[src/sv/slcd_pkg.sv]
// Shared types, command codes and register indexes of the SPI panel command streamer.
// No dependencies; the front end, queue, sequencer, top level and bench refer to it by scoped names.
`timescale 1ns / 1ps

package slcd_pkg;

  typedef enum logic [1:0] {
    OP_INIT   = 2'd0,
    OP_WINDOW = 2'd1,
    OP_PIXEL  = 2'd2
  } op_e;

  // Register indexes on the configuration port.
  localparam logic [2:0] REG_WIDTH  = 3'd0;
  localparam logic [2:0] REG_HEIGHT = 3'd1;
  localparam logic [2:0] REG_UPSIDE = 3'd2;
  localparam logic [2:0] REG_MIRROR = 3'd3;
  localparam logic [2:0] REG_INVERT = 3'd4;

  localparam logic [15:0] WIDTH_RESET  = 16'd480;
  localparam logic [15:0] HEIGHT_RESET = 16'd320;

  // Panel command codes.
  localparam logic [7:0] CMD_SWRESET = 8'h01;
  localparam logic [7:0] CMD_SLPOUT  = 8'h11;
  localparam logic [7:0] CMD_PIXFMT  = 8'h3A;
  localparam logic [7:0] CMD_CASET   = 8'h2A;
  localparam logic [7:0] CMD_PASET   = 8'h2B;
  localparam logic [7:0] CMD_RAMWR   = 8'h2C;
  localparam logic [7:0] CMD_MADCTL  = 8'h36;
  localparam logic [7:0] CMD_DISPON  = 8'h29;
  localparam logic [7:0] CMD_INVON   = 8'h21;

  localparam logic [7:0] PIXFMT_18BIT   = 8'h66;
  localparam logic [7:0] MADCTL_WIDE_UD = 8'hE8;
  localparam logic [7:0] MADCTL_WIDE    = 8'h28;
  localparam logic [7:0] MADCTL_TALL_UD = 8'h48;
  localparam logic [7:0] MADCTL_TALL    = 8'h88;
  localparam logic [7:0] MADCTL_MIRROR  = 8'h80;

  localparam logic [6:0] WAIT_SWRESET_MS = 7'd100;
  localparam logic [6:0] WAIT_SLPOUT_MS  = 7'd20;

  localparam int unsigned CountW = 33;

  typedef struct packed {
    logic [15:0] width;
    logic [15:0] height;
    logic        upside_down;
    logic        mirror_image;
    logic        invert_colors;
  } cfg_t;

  // One classified operation waiting for the byte sequencer.
  typedef struct packed {
    op_e         kind;
    logic [15:0] xs;
    logic [15:0] xe;
    logic [15:0] ys;
    logic [15:0] ye;
    logic [16:0] dx;
    logic [16:0] dy;
    logic        inverted;
    logic [5:0]  red;
    logic [5:0]  green;
    logic [5:0]  blue;
  } job_t;

endpackage

[src/sv/slcd_if.sv]
// Valid/ready channel interfaces for operation words in and panel byte words out.
// Depends on nothing; used by the front end, the byte sequencer and the top level.
`timescale 1ns / 1ps

interface slcd_in_if;
  logic        valid;
  logic        ready;
  logic [1:0]  operation;
  logic [15:0] x_start;
  logic [15:0] y_start;
  logic [15:0] x_end;
  logic [15:0] y_end;
  logic [15:0] pixel_rgb565;

  modport source (output valid, operation, x_start, y_start, x_end, y_end, pixel_rgb565,
                  input ready);
  modport sink   (input valid, operation, x_start, y_start, x_end, y_end, pixel_rgb565,
                  output ready);
endinterface

interface slcd_out_if;
  logic       valid;
  logic       ready;
  logic [7:0] out_byte;
  logic       is_data;
  logic [6:0] wait_after_ms;
  logic       last_of_run;
  logic       area_done;

  modport source (output valid, out_byte, is_data, wait_after_ms, last_of_run, area_done,
                  input ready);
  modport sink   (input valid, out_byte, is_data, wait_after_ms, last_of_run, area_done,
                  output ready);
endinterface

[src/sv/slcd_front.sv]
// Front end: accepts operation words, drops unused codes and builds queue entries.
// Depends on slcd_pkg and slcd_in_if.
`timescale 1ns / 1ps

module slcd_front (
  slcd_in_if.sink        in_i,
  input  logic           full_i,
  output logic           push_o,
  output slcd_pkg::job_t job_o
);

  function automatic logic [5:0] widen5(input logic [4:0] v);
    widen5 = {v, v[4]};
  endfunction

  logic [16:0] dx;
  logic [16:0] dy;

  assign in_i.ready = !full_i;

  // Area extents are formed here so the sequencer only has the multiply left.
  assign dx = {1'b0, in_i.x_end} - {1'b0, in_i.x_start} + 17'd1;
  assign dy = {1'b0, in_i.y_end} - {1'b0, in_i.y_start} + 17'd1;

  always_comb begin
    job_o.kind     = slcd_pkg::op_e'(in_i.operation);
    job_o.xs       = in_i.x_start;
    job_o.xe       = in_i.x_end;
    job_o.ys       = in_i.y_start;
    job_o.ye       = in_i.y_end;
    job_o.dx       = dx;
    job_o.dy       = dy;
    job_o.inverted = (in_i.x_end < in_i.x_start) || (in_i.y_end < in_i.y_start);
    job_o.red      = widen5(in_i.pixel_rgb565[15:11]);
    job_o.green    = in_i.pixel_rgb565[10:5];
    job_o.blue     = widen5(in_i.pixel_rgb565[4:0]);
  end

  // An unused operation code is taken and discarded.
  always_comb begin
    case (slcd_pkg::op_e'(in_i.operation))
      slcd_pkg::OP_INIT,
      slcd_pkg::OP_WINDOW,
      slcd_pkg::OP_PIXEL: push_o = in_i.valid && !full_i;
      default:            push_o = 1'b0;
    endcase
  end

endmodule

[src/sv/slcd_queue.sv]
// Two-entry queue of classified operations between front end and byte sequencer.
// Depends on slcd_pkg.
`timescale 1ns / 1ps

module slcd_queue (
  input  logic           clk_i,
  input  logic           rst_ni,
  input  logic           push_i,
  input  slcd_pkg::job_t push_data_i,
  input  logic           pop_i,
  output logic           full_o,
  output logic           empty_o,
  output slcd_pkg::job_t pop_data_o
);

  slcd_pkg::job_t mem_q [2];
  logic           wr_ptr_q, wr_ptr_d;
  logic           rd_ptr_q, rd_ptr_d;
  logic [1:0]     count_q, count_d;

  assign full_o     = count_q == 2'd2;
  assign empty_o    = count_q == 2'd0;
  assign pop_data_o = mem_q[rd_ptr_q];

  always_comb begin
    wr_ptr_d = wr_ptr_q ^ push_i;
    rd_ptr_d = rd_ptr_q ^ pop_i;
    count_d  = count_q + {1'b0, push_i} - {1'b0, pop_i};
  end

  always_ff @(posedge clk_i or negedge rst_ni) begin
    if (!rst_ni) begin
      wr_ptr_q <= 1'b0;
      rd_ptr_q <= 1'b0;
      count_q  <= 2'd0;
    end else begin
      wr_ptr_q <= wr_ptr_d;
      rd_ptr_q <= rd_ptr_d;
      count_q  <= count_d;
    end
  end

  always_ff @(posedge clk_i) begin
    if (push_i) begin
      mem_q[wr_ptr_q] <= push_data_i;
    end
  end

endmodule

[src/sv/slcd_back.sv]
// Byte sequencer: walks each queued operation byte by byte into the output register.
// Holds the pixel counter. Depends on slcd_pkg and slcd_out_if.
`timescale 1ns / 1ps

module slcd_back (
  input  logic           clk_i,
  input  logic           rst_ni,
  input  slcd_pkg::cfg_t cfg_i,
  input  slcd_pkg::job_t job_i,
  input  logic           empty_i,
  output logic           pop_o,
  slcd_out_if.source     out_o
);

  logic [4:0]                    idx_q, idx_d;
  logic [slcd_pkg::CountW-1:0]   cnt_q, cnt_d;
  logic                          valid_q;
  logic [7:0]                    byte_q;
  logic                          data_q;
  logic [6:0]                    wait_q;
  logic                          last_q;
  logic                          done_q;

  logic        advance;
  logic        fire;
  logic [7:0]  nbyte;
  logic        ndata;
  logic [6:0]  nwait;
  logic        nlast;
  logic        ndone;
  logic [15:0] wm1;
  logic [15:0] hm1;
  logic [7:0]  orient;
  logic [33:0] area;

  assign advance = !valid_q || out_o.ready;
  assign fire    = advance && !empty_i;
  assign pop_o   = fire && nlast;

  assign wm1  = cfg_i.width - 16'd1;
  assign hm1  = cfg_i.height - 16'd1;
  assign area = job_i.dx * job_i.dy;

  always_comb begin
    if (cfg_i.width > cfg_i.height) begin
      orient = cfg_i.upside_down ? slcd_pkg::MADCTL_WIDE_UD : slcd_pkg::MADCTL_WIDE;
    end else begin
      orient = cfg_i.upside_down ? slcd_pkg::MADCTL_TALL_UD : slcd_pkg::MADCTL_TALL;
    end
    if (cfg_i.mirror_image) begin
      orient = orient ^ slcd_pkg::MADCTL_MIRROR;
    end
  end

  always_comb begin
    nbyte = 8'h00;
    ndata = 1'b1;
    nwait = 7'd0;
    nlast = 1'b0;
    ndone = 1'b0;
    idx_d = idx_q + 5'd1;
    cnt_d = cnt_q;
    case (job_i.kind)
      slcd_pkg::OP_INIT: begin
        if (idx_q == 5'd0) begin
          cnt_d = '0;
        end
        case (idx_q)
          5'd0: begin
            nbyte = slcd_pkg::CMD_SWRESET;
            ndata = 1'b0;
            nwait = slcd_pkg::WAIT_SWRESET_MS;
          end
          5'd1: begin
            nbyte = slcd_pkg::CMD_SLPOUT;
            ndata = 1'b0;
            nwait = slcd_pkg::WAIT_SLPOUT_MS;
          end
          5'd2: begin
            nbyte = slcd_pkg::CMD_PIXFMT;
            ndata = 1'b0;
          end
          5'd3: nbyte = slcd_pkg::PIXFMT_18BIT;
          5'd4: begin
            nbyte = slcd_pkg::CMD_CASET;
            ndata = 1'b0;
          end
          5'd7:  nbyte = wm1[15:8];
          5'd8:  nbyte = wm1[7:0];
          5'd9: begin
            nbyte = slcd_pkg::CMD_PASET;
            ndata = 1'b0;
          end
          5'd12: nbyte = hm1[15:8];
          5'd13: nbyte = hm1[7:0];
          5'd14: begin
            nbyte = slcd_pkg::CMD_MADCTL;
            ndata = 1'b0;
          end
          5'd15: nbyte = orient;
          5'd16: begin
            nbyte = slcd_pkg::CMD_SLPOUT;
            ndata = 1'b0;
          end
          5'd17: begin
            nbyte = slcd_pkg::CMD_DISPON;
            ndata = 1'b0;
            nlast = !cfg_i.invert_colors;
          end
          5'd18: begin
            nbyte = slcd_pkg::CMD_INVON;
            ndata = 1'b0;
            nlast = 1'b1;
          end
          default: nbyte = 8'h00;
        endcase
      end
      slcd_pkg::OP_WINDOW: begin
        // The area size is taken once, while the column command goes out.
        if (idx_q == 5'd0) begin
          cnt_d = job_i.inverted ? '0 : area[slcd_pkg::CountW-1:0];
        end
        case (idx_q)
          5'd0: begin
            nbyte = slcd_pkg::CMD_CASET;
            ndata = 1'b0;
          end
          5'd1: nbyte = job_i.xs[15:8];
          5'd2: nbyte = job_i.xs[7:0];
          5'd3: nbyte = job_i.xe[15:8];
          5'd4: nbyte = job_i.xe[7:0];
          5'd5: begin
            nbyte = slcd_pkg::CMD_PASET;
            ndata = 1'b0;
          end
          5'd6: nbyte = job_i.ys[15:8];
          5'd7: nbyte = job_i.ys[7:0];
          5'd8: nbyte = job_i.ye[15:8];
          5'd9: nbyte = job_i.ye[7:0];
          default: begin
            nbyte = slcd_pkg::CMD_RAMWR;
            ndata = 1'b0;
            nlast = 1'b1;
          end
        endcase
      end
      slcd_pkg::OP_PIXEL: begin
        case (idx_q)
          5'd0: nbyte = {2'b00, job_i.red};
          5'd1: nbyte = {2'b00, job_i.green};
          default: begin
            nbyte = {2'b00, job_i.blue};
            nlast = 1'b1;
            // A count of one means this pixel closes the area.
            ndone = cnt_q == {{(slcd_pkg::CountW-1){1'b0}}, 1'b1};
            if (cnt_q != '0) begin
              cnt_d = cnt_q - {{(slcd_pkg::CountW-1){1'b0}}, 1'b1};
            end
          end
        endcase
      end
      default: nlast = 1'b1;
    endcase
    if (nlast) begin
      idx_d = 5'd0;
    end
  end

  always_ff @(posedge clk_i or negedge rst_ni) begin
    if (!rst_ni) begin
      valid_q <= 1'b0;
      idx_q   <= 5'd0;
      cnt_q   <= '0;
    end else begin
      if (advance) begin
        valid_q <= !empty_i;
      end
      if (fire) begin
        idx_q <= idx_d;
        cnt_q <= cnt_d;
      end
    end
  end

  always_ff @(posedge clk_i) begin
    if (fire) begin
      byte_q <= nbyte;
      data_q <= ndata;
      wait_q <= nwait;
      last_q <= nlast;
      done_q <= ndone;
    end
  end

  assign out_o.valid         = valid_q;
  assign out_o.out_byte      = byte_q;
  assign out_o.is_data       = data_q;
  assign out_o.wait_after_ms = wait_q;
  assign out_o.last_of_run   = last_q;
  assign out_o.area_done     = done_q;

endmodule

[src/sv/spi_lcd_command_pixel_streamer.sv]
// SPI panel command and pixel streamer, top level.
//
// in_i carries operation words (init, window, pixel); out_o carries one panel byte per
// word, tagged command or data, with the wait to observe after it, a flag on the last
// byte of each operation and a flag on the byte that completes a window area.
// The configuration port (cfg_valid_i, cfg_index_i, cfg_data_i) sets panel size,
// orientation and inversion; it is always ready and should only be written when idle.
// An operation word is taken into a two-entry queue in the cycle it is offered while
// the queue has room; unused operation codes are taken and discarded.
// The first byte of an operation is registered in the queue entry and then in the output
// register, which it enters once that register is free.
// The sequencer emits one byte per cycle while out_o accepts, so a pixel is 3 bytes, a window 11
// and an init 18, or 19 with inversion; back-to-back pixels follow one another with no idle gap.
// A stall on out_o holds the current byte in the output register; the queue then
// fills and in_i.ready drops until bytes move again.
// Reset restores the default panel settings (480 by 320, no rotation, mirror or
// inversion), empties the queue and clears the pixel counter.
`timescale 1ns / 1ps

module spi_lcd_command_pixel_streamer (
  input  logic        clk_i,
  input  logic        rst_ni,
  slcd_in_if.sink     in_i,
  slcd_out_if.source  out_o,
  input  logic        cfg_valid_i,
  output logic        cfg_ready_o,
  input  logic [2:0]  cfg_index_i,
  input  logic [15:0] cfg_data_i
);

  slcd_pkg::cfg_t cfg_q;
  slcd_pkg::job_t push_job;
  slcd_pkg::job_t head_job;
  logic           push;
  logic           pop;
  logic           full;
  logic           empty;

  assign cfg_ready_o = 1'b1;

  always_ff @(posedge clk_i or negedge rst_ni) begin
    if (!rst_ni) begin
      cfg_q.width         <= slcd_pkg::WIDTH_RESET;
      cfg_q.height        <= slcd_pkg::HEIGHT_RESET;
      cfg_q.upside_down   <= 1'b0;
      cfg_q.mirror_image  <= 1'b0;
      cfg_q.invert_colors <= 1'b0;
    end else if (cfg_valid_i) begin
      case (cfg_index_i)
        slcd_pkg::REG_WIDTH:  cfg_q.width         <= cfg_data_i;
        slcd_pkg::REG_HEIGHT: cfg_q.height        <= cfg_data_i;
        slcd_pkg::REG_UPSIDE: cfg_q.upside_down   <= cfg_data_i[0];
        slcd_pkg::REG_MIRROR: cfg_q.mirror_image  <= cfg_data_i[0];
        slcd_pkg::REG_INVERT: cfg_q.invert_colors <= cfg_data_i[0];
        default: ;
      endcase
    end
  end

  slcd_front u_front (
    .in_i   (in_i),
    .full_i (full),
    .push_o (push),
    .job_o  (push_job)
  );

  slcd_queue u_queue (
    .clk_i       (clk_i),
    .rst_ni      (rst_ni),
    .push_i      (push),
    .push_data_i (push_job),
    .pop_i       (pop),
    .full_o      (full),
    .empty_o     (empty),
    .pop_data_o  (head_job)
  );

  slcd_back u_back (
    .clk_i   (clk_i),
    .rst_ni  (rst_ni),
    .cfg_i   (cfg_q),
    .job_i   (head_job),
    .empty_i (empty),
    .pop_o   (pop),
    .out_o   (out_o)
  );

endmodule

[src/flat_wrapper.sv]
// flat-port wrapper written by rule: the top's interface ports become plain ports
module spi_lcd_command_pixel_streamer_flat 
  (clk_i, rst_ni, cfg_valid_i, cfg_ready_o, cfg_index_i, cfg_data_i, in_i_valid, in_i_operation, in_i_x_start, in_i_y_start, in_i_x_end, in_i_y_end, in_i_pixel_rgb565, in_i_ready, out_o_valid, out_o_out_byte, out_o_is_data, out_o_wait_after_ms, out_o_last_of_run, out_o_area_done, out_o_ready);
  slcd_in_if in_i_i ();
  slcd_out_if out_o_i ();
  input  logic clk_i;
  input  logic rst_ni;
  input  logic cfg_valid_i;
  output logic cfg_ready_o;
  input  logic [2:0] cfg_index_i;
  input  logic [15:0] cfg_data_i;
  input wire logic [$bits(in_i_i.valid)-1:0] in_i_valid;
  input wire logic [$bits(in_i_i.operation)-1:0] in_i_operation;
  input wire logic [$bits(in_i_i.x_start)-1:0] in_i_x_start;
  input wire logic [$bits(in_i_i.y_start)-1:0] in_i_y_start;
  input wire logic [$bits(in_i_i.x_end)-1:0] in_i_x_end;
  input wire logic [$bits(in_i_i.y_end)-1:0] in_i_y_end;
  input wire logic [$bits(in_i_i.pixel_rgb565)-1:0] in_i_pixel_rgb565;
  output wire logic [$bits(in_i_i.ready)-1:0] in_i_ready;
  output wire logic [$bits(out_o_i.valid)-1:0] out_o_valid;
  output wire logic [$bits(out_o_i.out_byte)-1:0] out_o_out_byte;
  output wire logic [$bits(out_o_i.is_data)-1:0] out_o_is_data;
  output wire logic [$bits(out_o_i.wait_after_ms)-1:0] out_o_wait_after_ms;
  output wire logic [$bits(out_o_i.last_of_run)-1:0] out_o_last_of_run;
  output wire logic [$bits(out_o_i.area_done)-1:0] out_o_area_done;
  input wire logic [$bits(out_o_i.ready)-1:0] out_o_ready;
  assign in_i_i.valid = in_i_valid;
  assign in_i_i.operation = in_i_operation;
  assign in_i_i.x_start = in_i_x_start;
  assign in_i_i.y_start = in_i_y_start;
  assign in_i_i.x_end = in_i_x_end;
  assign in_i_i.y_end = in_i_y_end;
  assign in_i_i.pixel_rgb565 = in_i_pixel_rgb565;
  assign in_i_ready = in_i_i.ready;
  assign out_o_valid = out_o_i.valid;
  assign out_o_out_byte = out_o_i.out_byte;
  assign out_o_is_data = out_o_i.is_data;
  assign out_o_wait_after_ms = out_o_i.wait_after_ms;
  assign out_o_last_of_run = out_o_i.last_of_run;
  assign out_o_area_done = out_o_i.area_done;
  assign out_o_i.ready = out_o_ready;
  spi_lcd_command_pixel_streamer u_core (.clk_i(clk_i), .rst_ni(rst_ni), .in_i(in_i_i), .out_o(out_o_i), .cfg_valid_i(cfg_valid_i), .cfg_ready_o(cfg_ready_o), .cfg_index_i(cfg_index_i), .cfg_data_i(cfg_data_i));
endmodule
[config.mk]
export PLATFORM = sky130hd
export DESIGN_NAME = spi_lcd_command_pixel_streamer_flat
export DESIGN_NICKNAME = d
export VERILOG_FILES = /design/src/sv/slcd_pkg.sv /design/src/sv/slcd_if.sv /design/src/sv/slcd_front.sv /design/src/sv/slcd_queue.sv /design/src/sv/slcd_back.sv /design/src/sv/spi_lcd_command_pixel_streamer.sv /design/src/flat_wrapper.sv
export SDC_FILE = /design/constraint.sdc
export NUM_CORES = 1
export LEC_CHECK = 0
export BUFFER_PORTS_ARGS = -buffer_cell sky130_fd_sc_hd__buf_2
export CELL_PAD_IN_SITES_DETAIL_PLACEMENT = 1
export CELL_PAD_IN_SITES_GLOBAL_PLACEMENT = 1
export CORE_MARGIN = 3
export CORE_UTILIZATION = 46
export DETAILED_ROUTE_END_ITERATION = 7
export GPL_TIMING_DRIVEN = 0
export PLACE_DENSITY = 0.8
export SYNTH_ARGS = -nofsm -noshare
export SYNTH_HDL_FRONTEND = slang
export SYNTH_SLANG_ARGS = --single-unit
[constraint.sdc]
create_clock -name clk_i -period 7.4 [get_ports clk_i]
set_input_delay 0.37 -clock clk_i [delete_from_list [all_inputs] [get_ports clk_i]]
set_output_delay 0.37 -clock clk_i [all_outputs]
set_load 0.05 [all_outputs]
==> impl_results.md <==
* Min-Delay Path Class: primary input to register
* First-pass GRT wire length at 138,100 µm
* CTS Root Cell: clkbuf_16
* Sequential share of the synthesized area at 35.37%
* Latest clock arrival within the worst-skew pair at 570 ps
* Port buffer count at 122
* Total GRT Usage at 29.93%
* Sink Count at 326
* Max_slew headroom at between 30 and 40%
* Tmin final at 7321 ps
* Slowest-stage cell, CP: fa_1
* DP Area at approximately 28,000 µm²
* Num CTS Buffers at 38
* Total routed wirelength at 91,530 µm
* Die outline width at roughly 250 µm
* Gate Count Post-Synth at 2,582
* Tcrit/Tclk final at between 90% and 100%
* FP Rows at 87
* Core Footprint at 56,820 µm²
* # setup viols final at 0
* GP Congestion at ~0.93
* Max Freq at 136.6 MHz
* Area Overhead vs Synth at 16.41%
* DP Wirelength at 68,130 µm
* Antenna violations before repair at 3
* Max FO, Critical Path at 10
* Status: finished clean
* Worst Setup SP: u_core.u_queue.rd_ptr_q
* CTS tree: done
* 1st-iter DRT viols at ~1,700
* Cell repeated most along the worst path: fa_1
* I/O Pins at approximately 130
* TritonRoute pass-1 iters at 6
* Crit path DAT at 7750 ps
* DR vias at 21,212
* DIE AREA at 60,740 µm²
* Reg-to-Reg Start: u_core.u_queue.rd_ptr_q
* Required time of the critical path at 7830 ps
* Synth Cell Area at 26,600 µm²
* Share of cells above drive strength 1 at 14.81%
* CTS HTree Levels at 2
* DRC errors left at 0
* Synth Flop Type: edfxtp_1
* Top-area cell type share of the netlist area at 28.00%
* Clock buffer depth at 3
* Yosys warnings at 0
* Synth cell count leaders: inv_1, nand2_1, edfxtp_1
* Clk pin slew, worst setup/hold paths at 60 ps
* Fin area at 30,960 µm²
* Die height at 246.5 µm
* Nets@finish at approximately 3,400
* Routed Antenna Nets at 0
* Ranking of synthesized cells by area: edfxtp_1, fa_1, ha_1
* Setup Skew at 20.25 ps
* Vias in the first global route at about 23,000
* Crit start category: register
* Critical path class: register to register
* Cell variety after synth at 84
* Routed len/inst at between 20 and 30 µm
* Count leader, synth: inv_1
* Fin. max-slew vios at 0
* Largest net degree at the start of global routing at 64
* Vias per cell at 5.889
* Worst Hold Launch: cfg_data_i[14]
* Worst Max-Slew Pin Slew at around 910 ps
* Number of flops mapped to enable cells by yosys at 248
* Grt ovf at 0
* Asr flop ratio synth at 23.93%
* Critical path capture point type: register
* Max-Cap Viols at 0
* Yosys reg bits at 326
* Yosys top cell by area: edfxtp_1
* Final Hold Fails at 0
* CP peak stage delay at 560 ps
* Avg Inst Size Synth at 10.30 µm²
* Starting density of the core at between 40% and 50%
-- final timing paths --
kind                                             endpoint  slack (ps)  cells after the start
min in group asynchronous                u_core.cfg_q[30]         210                      2
worst min-delay path                     u_core.cfg_q[17]          20                      3
max in group asynchronous       u_core.u_queue.count_q[0]        6530                      3
worst max-delay path              u_core.u_back.cnt_q[31]          80                     27
worst min register to register  u_core.u_back.out_o.valid         510                      2
worst max register to register    u_core.u_back.cnt_q[31]          80                     27
-- logic make-up after synthesis --
group | Yosys count | share of synthesized area, %
fa+ha+maj | 443 | 27.59
flops | 326 | 35.37
xor+xnor | 82 | 2.700
simple gates | 690 | 11.73
mux | 150 | 5.904
other cells | 2 | 0.02824
compound gates | 399 | 9.541
buf+inv | 490 | 7.141
-- through the flow --
stage                     std cells  setup WS, ps  TNS, ps  util (%)  hold slack [ps]
after global routing           3602        -113.7   -182.4     54.49            2.395
after floorplan                2584         245.7        0         -            74.41
after detailed placement       3467         -1952   -26140     49.85            253.8
final                          3602         78.82        0     54.49            19.01
after CTS                      3568         4.643        0     53.55           0.6675
after global placement         3462         -1659   -21610     49.56            496.6
-- metal layers --
layer	share of wire, %	GRT usage, %
met1	39	37.52
met2	50	51.68
met5	0	0
met3	6.4	4.114
met4	4.9	13.07
-- critical path: cells and delay by family (launching register included) --
family | cells | cell delay [ps]
AOI/OAI and AO/OA | 6 | 1120
adders and majority gates | 7 | 3400
DFF | 1 | 430
muxes | 1 | 290
xor gates and xnor gates | 1 | 370
and+or+nand+nor | 2 | 340
buffers and inverters | 10 | 1220
-- registers in the layout, summed over array words and instances (netlist names), 2 cells and up --
register                           count
u_core.cfg_q                          35
u_core.u_back.idx_q                    5
u_core.u_queue.count_q                 2
u_core.u_back.cnt_q                   33
u_core.u_back.out_o.out_byte           8
u_core.u_queue.mem_q                 234
u_core.u_back.out_o.wait_after_ms      3
-- final cells by class --
type | count | area [µm²]
Buffer | 71 | 634.4
Tap cell | 756 | 945.9
Multi-Input combinational cell | 1768 | 15770
Timing Repair Buffer | 203 | 1431
Clock inverter | 20 | 236.5
Clock buffer | 45 | 987.2
Fill cell | 6247 | 25860
Antenna cell | 3 | 7.507
Sequential cell | 326 | 9407
Inverter | 410 | 1539
-- layout by cell type (no fill, tap or decap), types with 22 or more instances in the layout --
master / instances
buf_4: 58
nand2_1: 272
nor3_1: 33
clkbuf_16: 39
buf_2: 129
xor2_1: 28
a21oi_1: 95
xnor2_1: 52
mux2_2: 44
o22ai_1: 29
mux2i_1: 68
inv_1: 409
nor2_1: 211
o21ai_0: 110
clkbuf_1: 35
nand3_1: 39
dfrtp_1: 72
fa_1: 237
edfxtp_1: 248
ha_1: 199
mux2i_4: 22
-- timing repair --
| action | CTS | global route |
|---|---|---|
| buffers inserted | 22 | 35 |
| hold buffers | 19 | 0 |
| resized for setup | 128 | 70 |
| pin swaps | 5 | 7 |
| setup endpoints to repair | 21 | 9 |
| hold endpoints to repair | 62 | 0 |
| cloned | 0 | 1 |
Power is not shown: default switching activity piles up to over one toggle a cycle in this logic, so the estimate is an artifact.
